### config.mk
export PLATFORM = sky130hd
export DESIGN_NAME = seven_segment_lcd_display_driver_unit_flat
export DESIGN_NICKNAME = d
export VERILOG_FILES = /design/src/rtl/ssld_pkg.sv /design/src/rtl/ssld_in_if.sv /design/src/rtl/ssld_out_if.sv /design/src/rtl/ssld_num_dec.sv /design/src/rtl/seven_segment_lcd_display_driver_unit.sv /design/src/flat_wrapper.sv
export SDC_FILE = /design/constraint.sdc
export NUM_CORES = 1
export LEC_CHECK = 0
export ABC_AREA = 0
export BUFFER_PORTS_ARGS = -buffer_cell sky130_fd_sc_hd__buf_2
export CAP_MARGIN = 20
export CORE_MARGIN = 1
export CORE_UTILIZATION = 40
export DETAILED_ROUTE_END_ITERATION = 16
export GPL_TIMING_DRIVEN = 0
export SETUP_SLACK_MARGIN = 0.02
export SLEW_MARGIN = 20
export SYNTH_ARGS = -nofsm -noshare
export SYNTH_HDL_FRONTEND = slang
export SYNTH_SLANG_ARGS = --single-unit
### constraint.sdc
create_clock -name i_clk -period 16.5 [get_ports i_clk]
set_clock_uncertainty 0.15 [all_clocks]
set_input_delay 1.65 -clock i_clk [delete_from_list [all_inputs] [get_ports i_clk]]
set_output_delay 1.65 -clock i_clk [all_outputs]
set_load 0.01 [all_outputs]
### src/rtl/ssld_pkg.sv
// ----------------------------------------------------------------------------
// ssld_pkg
// Types, codes and the digit segment table of the seven-segment LCD driver.
// ----------------------------------------------------------------------------
`timescale 1ns / 1ps
`default_nettype none

package ssld_pkg;

    localparam logic [1:0] TYPE_TEST   = 2'd0;
    localparam logic [1:0] TYPE_WAIT   = 2'd1;
    localparam logic [1:0] TYPE_ACT    = 2'd2;
    localparam logic [1:0] TYPE_NUMBER = 2'd3;

    localparam logic REG_TYPE   = 1'b0;
    localparam logic REG_PERIOD = 1'b1;

    localparam logic [1:0]  TYPE_RST   = TYPE_WAIT;
    localparam logic [15:0] PERIOD_RST = 16'd1000;
    localparam logic [7:0]  NUM_MAX    = 8'd199;
    localparam logic [7:0]  HUNDRED    = 8'd100;
    localparam logic [7:0]  HUNDRED_SEG = 8'h80;
    localparam logic [7:0]  ACT_HIGH   = 8'b0111_0111;
    localparam logic [6:0]  ACT_LOW    = 7'b000_1001;

    typedef struct packed {
        logic [7:0] high;
        logic [6:0] low;
    } t_seg;

    function automatic logic [6:0] digit_seg(input logic [3:0] d);
        logic [6:0] s;
        case (d)
            4'd0: s = 7'h3f;
            4'd1: s = 7'h06;
            4'd2: s = 7'h5b;
            4'd3: s = 7'h4f;
            4'd4: s = 7'h66;
            4'd5: s = 7'h6d;
            4'd6: s = 7'h7d;
            4'd7: s = 7'h07;
            4'd8: s = 7'h7f;
            4'd9: s = 7'h6f;
            default: s = 7'h00;
        endcase
        return s;
    endfunction

endpackage

`default_nettype wire

### src/rtl/ssld_in_if.sv
// ----------------------------------------------------------------------------
// ssld_in_if
// Input channel: timer tick or display value update.
// ----------------------------------------------------------------------------
`timescale 1ns / 1ps
`default_nettype none

interface ssld_in_if;
    logic       valid;
    logic       ready;
    logic       mode;
    logic [7:0] value;

    modport source (output valid, output mode, output value, input ready);
    modport sink   (input valid, input mode, input value, output ready);
endinterface

`default_nettype wire

### src/rtl/ssld_out_if.sv
// ----------------------------------------------------------------------------
// ssld_out_if
// Result channel: common level, segment pins and tick count.
// ----------------------------------------------------------------------------
`timescale 1ns / 1ps
`default_nettype none

interface ssld_out_if;
    logic        valid;
    logic        ready;
    logic        common_level;
    logic [7:0]  pins_high_digit;
    logic [6:0]  pins_low_digit;
    logic [15:0] tick_total;

    modport source (output valid, output common_level, output pins_high_digit,
                    output pins_low_digit, output tick_total, input ready);
    modport sink   (input valid, input common_level, input pins_high_digit,
                    input pins_low_digit, input tick_total, output ready);
endinterface

`default_nettype wire

### src/rtl/ssld_num_dec.sv
// ----------------------------------------------------------------------------
// ssld_num_dec
// Decode a value 0..199 to hundreds segment and two seven-segment digits.
// ----------------------------------------------------------------------------
`timescale 1ns / 1ps
`default_nettype none

module ssld_num_dec (
    input  wire logic [7:0]   i_value,
    output ssld_pkg::t_seg    o_seg,
    output logic              o_ok
);

    logic        w_hundred;
    logic [6:0]  w_rem;
    logic [14:0] w_prod;
    logic [3:0]  w_tens;
    logic [6:0]  w_tens_x10;
    logic [3:0]  w_ones;
    logic [6:0]  w_tens_seg;

    assign o_ok      = (i_value <= ssld_pkg::NUM_MAX);
    assign w_hundred = (i_value >= ssld_pkg::HUNDRED);
    assign w_rem     = w_hundred ? 7'(i_value - ssld_pkg::HUNDRED) : i_value[6:0];

    // divide by ten: multiply by 205, drop 11 bits
    assign w_prod     = 15'(w_rem) * 15'd205;
    assign w_tens     = w_prod[14:11];
    assign w_tens_x10 = 7'({w_tens, 3'b000} + {2'b00, w_tens, 1'b0});
    assign w_ones     = 4'(w_rem - w_tens_x10);

    assign w_tens_seg = (w_hundred || w_rem >= 7'd10) ?
                        ssld_pkg::digit_seg(w_tens) : 7'h00;

    assign o_seg.high = (w_hundred ? ssld_pkg::HUNDRED_SEG : 8'h00) | {1'b0, w_tens_seg};
    assign o_seg.low  = ssld_pkg::digit_seg(w_ones);

endmodule

`default_nettype wire

### src/rtl/seven_segment_lcd_display_driver_unit.sv
// ----------------------------------------------------------------------------
// seven_segment_lcd_display_driver_unit
// AC-driven LCD driver for one and a half digits plus a third digit.
// ----------------------------------------------------------------------------
// Usage:
//   i_in_beat carries one beat per event: mode 0 is a timer tick, mode 1 a
//   display value update (number 0..199, or activity bits rx=bit0 tx=bit1).
//   Every accepted beat yields one beat on o_out_beat: the common level,
//   the segment pins (logical segment XOR common) and the tick count, all
//   taken after the beat's update.
//   The result appears in the cycle after acceptance. Throughput is one beat
//   per cycle unless the receiver stalls, set by the single result register.
//   When the receiver stalls, the result register holds and i_in_beat.ready
//   drops until it is taken; it stays high while the result is consumed.
//   The APB port writes display_type at 0x0 and anim_period at 0x4; a type
//   write re-initializes the animation. Configure only while idle.
//   Reset (synchronous, active low) selects the wait type, period 1000,
//   clears the segments and tick count and empties the result register.
// ----------------------------------------------------------------------------
`timescale 1ns / 1ps
`default_nettype none

module seven_segment_lcd_display_driver_unit (
    input  wire logic        i_clk,
    input  wire logic        i_rst_n,
    ssld_in_if.sink          i_in_beat,
    ssld_out_if.source       o_out_beat,
    input  wire logic        psel,
    input  wire logic        penable,
    input  wire logic        pwrite,
    input  wire logic [2:0]  paddr,
    input  wire logic [31:0] pwdata,
    output logic [31:0]      prdata,
    output logic             pready
);

    logic [1:0]  r_type,   n_type;
    logic [15:0] r_period, n_period;
    logic        r_phase,  n_phase;
    logic [7:0]  r_high,   n_high;
    logic [6:0]  r_low,    n_low;
    logic [7:0]  r_ring,   n_ring;
    logic [1:0]  r_rb,     n_rb;
    logic [1:0]  r_tb,     n_tb;
    logic [15:0] r_cd,     n_cd;
    logic [15:0] r_tick,   n_tick;

    logic        r_out_valid;
    logic        r_out_common;
    logic [7:0]  r_out_high;
    logic [6:0]  r_out_low;
    logic [15:0] r_out_tick;

    logic           w_in_ready;
    logic           w_in_acc;
    logic           w_cfg_wr;
    logic [15:0]    w_cd_dec;
    logic [1:0]     w_rb_step;
    logic [1:0]     w_tb_step;
    logic [7:0]     w_ring_shl;
    ssld_pkg::t_seg w_num_seg;
    logic           w_num_ok;

    assign pready   = 1'b1;
    assign w_cfg_wr = psel && penable && pwrite && pready;
    assign prdata   = (paddr[2] == ssld_pkg::REG_PERIOD) ? {16'h0000, r_period}
                                                          : {30'h0, r_type};

    assign w_in_ready      = !r_out_valid || o_out_beat.ready;
    assign i_in_beat.ready = w_in_ready;
    assign w_in_acc        = i_in_beat.valid && w_in_ready;

    assign w_cd_dec   = r_cd - 16'd1;
    assign w_rb_step  = (r_rb != 2'd0) ? r_rb + 2'd1 : r_rb;
    assign w_tb_step  = (r_tb != 2'd0) ? r_tb + 2'd1 : r_tb;
    assign w_ring_shl = {r_ring[6:0], 1'b0};

    ssld_num_dec u_num_dec (
        .i_value (i_in_beat.value),
        .o_seg   (w_num_seg),
        .o_ok    (w_num_ok)
    );

    always_comb begin
        n_type   = r_type;
        n_period = r_period;
        n_phase  = r_phase;
        n_high   = r_high;
        n_low    = r_low;
        n_ring   = r_ring;
        n_rb     = r_rb;
        n_tb     = r_tb;
        n_cd     = r_cd;
        n_tick   = r_tick;

        if (w_in_acc) begin
            if (!i_in_beat.mode) begin
                n_phase = ~r_phase;
                n_tick  = r_tick + 16'd1;
                if (w_cd_dec == 16'd0) begin
                    n_cd = r_period;
                    case (r_type)
                        ssld_pkg::TYPE_WAIT: begin
                            n_low  = {3'b000, r_ring[3:0]};
                            n_high = {2'b00, r_ring[6:4], 2'b00, r_ring[7]};
                            n_ring = (w_ring_shl == 8'h00) ? 8'h01 : w_ring_shl;
                        end
                        ssld_pkg::TYPE_ACT: begin
                            n_rb  = w_rb_step;
                            n_tb  = w_tb_step;
                            n_low = {3'b000, (w_tb_step != 2'd2), 2'b00,
                                     (w_rb_step != 2'd2)};
                        end
                        default: begin
                        end
                    endcase
                end else begin
                    n_cd = w_cd_dec;
                end
            end else begin
                case (r_type)
                    ssld_pkg::TYPE_NUMBER: begin
                        if (w_num_ok) begin
                            n_high = w_num_seg.high;
                            n_low  = w_num_seg.low;
                        end
                    end
                    ssld_pkg::TYPE_ACT: begin
                        if (r_rb == 2'd0 && i_in_beat.value[0]) begin
                            n_rb = 2'd1;
                        end
                        if (r_tb == 2'd0 && i_in_beat.value[1]) begin
                            n_tb = 2'd1;
                        end
                    end
                    default: begin
                    end
                endcase
            end
        end

        if (w_cfg_wr) begin
            case (paddr[2])
                ssld_pkg::REG_TYPE: begin
                    n_type = pwdata[1:0];
                    case (pwdata[1:0])
                        ssld_pkg::TYPE_TEST: begin
                            n_high = 8'hff;
                            n_low  = 7'h7f;
                        end
                        ssld_pkg::TYPE_WAIT: begin
                            n_ring = 8'h01;
                        end
                        ssld_pkg::TYPE_ACT: begin
                            n_high = ssld_pkg::ACT_HIGH;
                            n_low  = ssld_pkg::ACT_LOW;
                            n_rb   = 2'd0;
                            n_tb   = 2'd0;
                        end
                        default: begin
                        end
                    endcase
                end
                ssld_pkg::REG_PERIOD: begin
                    n_period = pwdata[15:0];
                end
                default: begin
                end
            endcase
        end
    end

    always_ff @(posedge i_clk) begin
        if (!i_rst_n) begin
            r_type      <= ssld_pkg::TYPE_RST;
            r_period    <= ssld_pkg::PERIOD_RST;
            r_phase     <= 1'b0;
            r_high      <= 8'h00;
            r_low       <= 7'h00;
            r_ring      <= 8'h01;
            r_rb        <= 2'd0;
            r_tb        <= 2'd0;
            r_cd        <= ssld_pkg::PERIOD_RST;
            r_tick      <= 16'd0;
            r_out_valid <= 1'b0;
        end else begin
            r_type   <= n_type;
            r_period <= n_period;
            r_phase  <= n_phase;
            r_high   <= n_high;
            r_low    <= n_low;
            r_ring   <= n_ring;
            r_rb     <= n_rb;
            r_tb     <= n_tb;
            r_cd     <= n_cd;
            r_tick   <= n_tick;
            if (w_in_acc) begin
                r_out_valid <= 1'b1;
            end else if (o_out_beat.ready) begin
                r_out_valid <= 1'b0;
            end
        end
    end

    always_ff @(posedge i_clk) begin
        if (w_in_acc) begin
            r_out_common <= n_phase;
            r_out_high   <= n_high ^ {8{n_phase}};
            r_out_low    <= n_low ^ {7{n_phase}};
            r_out_tick   <= n_tick;
        end
    end

    assign o_out_beat.valid           = r_out_valid;
    assign o_out_beat.common_level    = r_out_common;
    assign o_out_beat.pins_high_digit = r_out_high;
    assign o_out_beat.pins_low_digit  = r_out_low;
    assign o_out_beat.tick_total      = r_out_tick;

endmodule

`default_nettype wire

### src/flat_wrapper.sv
// flat-port wrapper written by rule: the top's interface ports become plain ports
module seven_segment_lcd_display_driver_unit_flat 
  (i_clk, i_rst_n, psel, penable, pwrite, paddr, pwdata, prdata, pready, i_in_beat_valid, i_in_beat_mode, i_in_beat_value, i_in_beat_ready, o_out_beat_valid, o_out_beat_common_level, o_out_beat_pins_high_digit, o_out_beat_pins_low_digit, o_out_beat_tick_total, o_out_beat_ready);
  ssld_in_if i_in_beat_i ();
  ssld_out_if o_out_beat_i ();
  input  wire logic i_clk;
  input  wire logic i_rst_n;
  input  wire logic psel;
  input  wire logic penable;
  input  wire logic pwrite;
  input  wire logic [2:0] paddr;
  input  wire logic [31:0] pwdata;
  output logic [31:0] prdata;
  output logic pready;
  input wire logic [$bits(i_in_beat_i.valid)-1:0] i_in_beat_valid;
  input wire logic [$bits(i_in_beat_i.mode)-1:0] i_in_beat_mode;
  input wire logic [$bits(i_in_beat_i.value)-1:0] i_in_beat_value;
  output wire logic [$bits(i_in_beat_i.ready)-1:0] i_in_beat_ready;
  output wire logic [$bits(o_out_beat_i.valid)-1:0] o_out_beat_valid;
  output wire logic [$bits(o_out_beat_i.common_level)-1:0] o_out_beat_common_level;
  output wire logic [$bits(o_out_beat_i.pins_high_digit)-1:0] o_out_beat_pins_high_digit;
  output wire logic [$bits(o_out_beat_i.pins_low_digit)-1:0] o_out_beat_pins_low_digit;
  output wire logic [$bits(o_out_beat_i.tick_total)-1:0] o_out_beat_tick_total;
  input wire logic [$bits(o_out_beat_i.ready)-1:0] o_out_beat_ready;
  assign i_in_beat_i.valid = i_in_beat_valid;
  assign i_in_beat_i.mode = i_in_beat_mode;
  assign i_in_beat_i.value = i_in_beat_value;
  assign i_in_beat_ready = i_in_beat_i.ready;
  assign o_out_beat_valid = o_out_beat_i.valid;
  assign o_out_beat_common_level = o_out_beat_i.common_level;
  assign o_out_beat_pins_high_digit = o_out_beat_i.pins_high_digit;
  assign o_out_beat_pins_low_digit = o_out_beat_i.pins_low_digit;
  assign o_out_beat_tick_total = o_out_beat_i.tick_total;
  assign o_out_beat_i.ready = o_out_beat_ready;
  seven_segment_lcd_display_driver_unit u_core (.i_clk(i_clk), .i_rst_n(i_rst_n), .i_in_beat(i_in_beat_i), .o_out_beat(o_out_beat_i), .psel(psel), .penable(penable), .pwrite(pwrite), .paddr(paddr), .pwdata(pwdata), .prdata(prdata), .pready(pready));
endmodule
== After elaboration in Yosys (flattened, before gate mapping) ==
Memories as Yosys holds them, arrays and structs flattened.
Cells that the tools add are included.

* Register bits: 111
* Bits in read-only memories: 224
* Input bits: 51
* Word-level logic and storage cells: 117
* Memories: 2

{| class="wikitable"
|+ Memories
! name !! depth !! width !! read ports !! clocked after memory_dff !! wr ports !! RTL line !! text
|-
| (no name shown) || 16 || 7 || 1 || 0 || 0 || ssld_pkg.sv:33 || <nowiki>case (d)</nowiki>
|-
| (no name shown) || 16 || 7 || 1 || 0 || 0 || ssld_pkg.sv:33 ||
|}

* Add/subtract/negate cells: 7
* Multipliers: 1
* Order comparisons: 3
* Eq/ne operators: 7
* Muxes and demuxes: 57
* Bitwise operators: 6
* Reduce and logical (&&, ||, !) cells: 19

{| class="wikitable"
|+ Operators with widths
! kind !! count
|-
| 8-bit 2-to-1 mux || 17
|-
| 16-bit 2-to-1 mux || 4
|-
| 7-bit 2-to-1 mux || 9
|-
| 2-bit 2-to-1 mux || 20
|-
| 7-bit case mux with 2 select lines || 2
|-
| 16-bit by 1-bit adder with 16-bit output (second input constant) || 1
|-
| 16-bit logical NOT || 1
|-
| 8-bit case mux with 2 select lines || 1
|-
| 16-bit by 1-bit subtractor with 16-bit output (second input constant) || 1
|-
| 7-bit by 8-bit multiplier with 15-bit output (second input constant) || 1
|-
| 8-bit by 7-bit greater-or-equal comparator with 1-bit output (second input constant) || 1
|-
| 8-bit <= comparator (second input constant) || 1
|-
| 8-bit logical NOT || 1
|-
| 8-bit by 7-bit OR with 8-bit output || 1
|-
| 8-bit bitwise XOR || 1
|-
| 7-bit by 4-bit greater-or-equal comparator with 1-bit output (second input constant) || 1
|-
| 7-bit subtractor (second input constant) || 1
|-
| 7-bit bitwise XOR || 1
|-
| 2-bit == test (second input constant) || 3
|-
| 2-bit logical NOT || 3
|-
| 2-bit AND reduction || 3
|-
| 2-bit nonzero test || 3
|-
| 1-bit logical AND || 5
|-
| 2-bit by 1-bit adder with 2-bit output (second input constant) || 2
|-
| 8 further kinds || 16
|}

== Longest topological paths before layout ==
* Word-level depth: 14
* Gate-level depth with buffers: 30
* Gate-level depth less buffers: 29

== Cells and area by module ==
Synthesis repeated with hierarchy kept, for this count alone.

* Cells, all modules: 900
* Area, all modules: 7842.5 µm²

{| class="wikitable"
|+ By module, submodules not included
! module !! instances !! cells each !! area an instance (µm²) !! seq. area each (µm²)
|-
| seven_segment_lcd_display_driver_unit || 1 || 660 || 5936.9 || 2542.4
|-
| ssld_num_dec || 1 || 240 || 1905.6 || 0.0
|}

== Worst setup path after synthesis ==
No wires, ideal clock.

* Path type: input port to flip-flop
* Start point: input i_in_beat_value[3]
* End point: register u_core.r_out_low[1] (netlist: u_core.o_out_beat.pins_low_digit[1]) (data pin)
* Arrival time: 7.555 ns
* Required time: 16.094 ns
* Path slack: 8.539 ns
* Stages on the path: 28
* Path through: inv_1 -> ha_1 -> nor2b_1 -> a21oi_1 -> or2_2 -> buf_2 -> o31ai_1 -> xnor2_1 -> ha_1 -> fa_1 -> ha_1 -> inv_1 -> fa_1 -> inv_1 -> ha_1 -> a21o_1 -> a21o_1 -> o311a_1 -> a21oi_1 -> xor2_2 -> inv_1 -> ha_1 -> xor2_1 -> and2_1 -> o22a_1 -> nor3_1 -> or3_1 -> o211a_1

* Cells in the longest elaborated chain, start to end: 14

{| class="wikitable"
|+ Ends and longest elaborated chain
! what !! RTL line !! text
|-
| start, declared || flat_wrapper.sv:17 || <nowiki>input wire logic [$bits(i_in_beat_i.value)-1:0] i_in_beat_value;</nowiki>
|-
| 7-bit subtractor / 8-bit by 7-bit greater-or-equal comparator with 1-bit output (equally long branches) || ssld_num_dec.sv:24, ssld_num_dec.sv:23 ||
|-
| 7-bit 2-to-1 mux || ssld_num_dec.sv:24 || <nowiki>assign w_rem = w_hundred ? 7'(i_value - ssld_pkg::HUNDRED) : i_value[6:0];</nowiki>
|-
| 7-bit by 8-bit multiplier with 15-bit output || ssld_num_dec.sv:27 || <nowiki>assign w_prod = 15'(w_rem) * 15'd205;</nowiki>
|-
| 4-bit adder || ssld_num_dec.sv:29 || <nowiki>assign w_tens_x10 = 7'({w_tens, 3'b000} + {2'b00, w_tens, 1'b0});</nowiki>
|-
| 4-bit subtractor || ssld_num_dec.sv:30 || <nowiki>assign w_ones = 4'(w_rem - w_tens_x10);</nowiki>
|-
| memory read 16 x 7 bit || - ||
|-
| 7-bit 2-to-1 mux * || seven_segment_lcd_display_driver_unit.sv:123 || <nowiki>if (w_num_ok) begin</nowiki>
|-
| 7-bit 2-to-1 mux * || seven_segment_lcd_display_driver_unit.sv:121 || <nowiki>case (r_type)</nowiki>
|-
| 7-bit 2-to-1 mux * || seven_segment_lcd_display_driver_unit.sv:97 || <nowiki>if (!i_in_beat.mode) begin</nowiki>
|-
| 7-bit 2-to-1 mux * || seven_segment_lcd_display_driver_unit.sv:96 || <nowiki>if (w_in_acc) begin</nowiki>
|-
| 7-bit case mux with 2 select lines || seven_segment_lcd_display_driver_unit.sv:146 || <nowiki>case (pwdata[1:0])</nowiki>
|-
| 7-bit 2-to-1 mux || seven_segment_lcd_display_driver_unit.sv:143 || <nowiki>case (paddr[2])</nowiki>
|-
| 7-bit 2-to-1 mux * || seven_segment_lcd_display_driver_unit.sv:142 || <nowiki>if (w_cfg_wr) begin</nowiki>
|-
| 7-bit bitwise XOR * || seven_segment_lcd_display_driver_unit.sv:209 || <nowiki>r_out_low <= n_low ^ {7{n_phase}};</nowiki>
|-
| end signal, assigned || seven_segment_lcd_display_driver_unit.sv:209 ||
|-
| end, declared || seven_segment_lcd_display_driver_unit.sv:51 || <nowiki>logic [6:0] r_out_low;</nowiki>
|}

Mark *: on every way between the ends. The rest lies on a longest branch, timed or not.
A chain may end at the register's enable or synchronous reset.

== Worst setup path in the final report ==
* Start point: input i_in_beat_value[0]
* End point: register u_core.r_out_low[1] (netlist: u_core.o_out_beat.pins_low_digit[1]) (data pin)

Same word-level chain as after synthesis.

==> metrics.cfg <==
[setup_path]
cp_slowest_cell=xor2_1
critPathArrivalTime_ns=8.71
setup.worst_path.start=i_in_beat_value[0]
max_stage_delay_ns=0.55
worstPathMaxFanout=8
reg2reg_from=u_core.r_cd[0]
cp-end-kind=register
crit_path_frequent_cell=ha_1
start_kind=input port
ff2ff_setup_slack_ns=12.54
cp.required_ns=16.47
crit_type=in2reg

[drt]
routed_wl_microns=17300
antenna_left=0
dr.pass1.iters=6
vias=5983
wire_per_inst_microns=14.7
first_iter_violations=357
vias_per_cell=5.07
drc=0

[place]
port_buffers=80
hpwl_microns=13400
place_ws_ns=7.43
dp_cells=1164
placed_area_sq_um=7980
place.gp.congestion=0.867

[floorplan]
die_w_microns=136
initial_utilization_pct=41.3
rows=48
fp.dieH_microns=136
ios=118
dieArea_sq_um=18600
core-area_sq_um=17500

[global_routing]
antenna_found_initial=0
grt_util_met2_pct=29.4
groute.usage.overall_pct=19.3
grt_util_met1_pct=28.2
grt_pass1_wl_microns=27900
grt_pass1_vias=5431
busiest_layer=met2
use_met3_pct=3.32
grt_max_degree=23
overflow=0

[synth]
netlist_instances=843
netlist_top_cells_count=120 x nand2_1, 79 x dfxtp_1, 62 x ha_1
synth.distinct_cells=71
synth_edf_count=32
ys_seq_elements=111
ys.flop_type=dfxtp_1
synth_most_common_cell=nand2_1
yosys_warnings=0
yosys-top-cells-area=dfxtp_1 22%, edfxtp_1 13%, ha_1 11%, nand2_1 6.2%, xnor2_1 4.4%
synth_area_sq_um=7210
synth_top_area_share_pct=21.9
synth.avg_cell_area_sq_um=8.56
synth-async-reset-ratio_pct=0
synth_area_leader_cell=dfxtp_1
ys_seq_area_share_pct=35.2

[pwr]
vdd_drop_max_v=0.0000643
powerDensity_nw_per_um2=112
leakage_nw=3.55
p_total_uw=931

[timing]
min_period_over_period_pct=53.0
slew_violations=0
grt_setup_unrepaired=no
fmax_ghz=0.114
finalSetupTns_ns=0
tightestPinTransition_ns=0.765
hold_violations=0
finalSetupViolCount=0
layout_setup_ws_ns=7.76
whs_ns=0.308
post-route-min-period_ns=8.74
relSlewSlack_pct=48.8

[min_path]
hp-start=u_core.r_ring[7]
worstHoldPathType=reg2reg

[finish]
design_area_sq_um=8290
utilization_pct=47.4
nets=1071
drive_above_1_share_pct=15.5
instances_no_fill=1181
syn_to_final_growth_pct=14.9

[cts]
h-tree-depth=3
cts_root_buffer=clkbuf_16
numCtsBuffers=9
post_cts_resized=0
clk_pin_slew_ns=0.08
postCtsSetupBuffers=0
cts_buffer_depth=2
cts_hold_buf=0
clock-sinks=111
clock_latency_ns=0.35
cts_tree=yes

[status]
outcome=finished clean

[run]
drv_cap=0

-- path summary, 6_finish.rpt --
kind	to	cells after the start
max reg2reg	u_core.o_out_beat.pins_high_digit[3]	13
min reg2reg	u_core.r_ring[7]	2
max	u_core.o_out_beat.pins_low_digit[1]	30
min	u_core.r_ring[7]	2
-- per-layer routing --
layer	wire length [microns]	up-vias
li1	-	3083
met2	7540	176
met1	8730	2705
met3	889	19
met5	0	-
met4	178	0
-- cell families (layout without fill, tap and decap cells) --
group	after synthesis	count (layout)	synth area share [%]
xor gates and xnor gates	45	45	5.67
AOI/OAI and AO/OA	169	169	14.5
adders and majority gates	70	70	13.0
muxes	11	11	1.56
and+or+nand+nor	334	334	23.5
buffers and inverters	101	198	6.45
other	2	18	0.104
DFF	111	111	35.2
-- flip-flops by register name (all words and copies together) (netlist names) --
signal                             cells
u_core.o_out_beat.tick_total          16
u_core.r_cd                           16
u_core.r_period                       16
u_core.r_tick                         16
u_core.o_out_beat.pins_high_digit      8
u_core.r_high                          8
u_core.r_ring                          8
u_core.o_out_beat.pins_low_digit       7
u_core.r_low                           7
u_core.r_rb                            2
u_core.r_tb                            2
u_core.r_type                          2
u_core.o_out_beat.common_level         1
u_core.o_out_beat.valid                1
u_core.r_phase                         1
-- critical path: cells and delay by family --
family,cells,cell delay (ns)
adder cells (fa/ha/maj),7,2.39
AND/OR/NAND/NOR,7,1.19
buffers and inverters,6,0.69
XOR/XNOR,3,1.38
AO/OA/AOI/OAI,7,1.39
-- layout by cell type, fill, tap and decap left out, drive strengths merged, types with 6 or more instances in the layout --
| master | Yosys | final |
|---|---|---|
| nand2 | 120 | 120 |
| buf | 28 | 109 |
| dfxtp | 79 | 79 |
| ha | 62 | 62 |
| o21ai | 52 | 52 |
| nor2 | 51 | 51 |
| inv | 47 | 51 |
| a21oi | 50 | 50 |
| and2 | 42 | 42 |
| xnor2 | 37 | 37 |
| clkbuf | 26 | 35 |
| edfxtp | 32 | 32 |
| nand3 | 29 | 29 |
| conb | 2 | 17 |
| nor3 | 17 | 17 |
| a21boi | 13 | 13 |
| nand2b | 10 | 10 |
| a31oi | 10 | 10 |
| nor2b | 9 | 9 |
| and3 | 9 | 9 |
| mux2i | 9 | 9 |
| nand4 | 9 | 9 |
| fa | 8 | 8 |
| nor4 | 8 | 8 |
| xor2 | 8 | 8 |
| o22ai | 7 | 7 |
| or2 | 6 | 6 |
| or3 | 6 | 6 |
-- area by class of cell --
class                           instances  area (sq um)
Tap cell                              225           282
Fill cell                            1702          9190
Clock inverter                          7          81.3
Clock buffer                            9           225
Multi-Input combinational cell        646          4260
Sequential cell                       111          2540
Inverter                               47           176
Timing Repair Buffer                   81           428
Antenna cell                            1          2.50
Buffer                                 54           289
-- report_power, final --
part / leakage (nW) / total [mW] / switching (mW) / internal [mW]
Sequential: 0.958 / 0.300 / 0.00658 / 0.294
Combinational: 2.44 / 0.409 / 0.242 / 0.167
Clock: 0.150 / 0.222 / 0.113 / 0.109
Total: 3.55 / 0.931 / 0.361 / 0.570
Power figures use the tool's default switching activity.
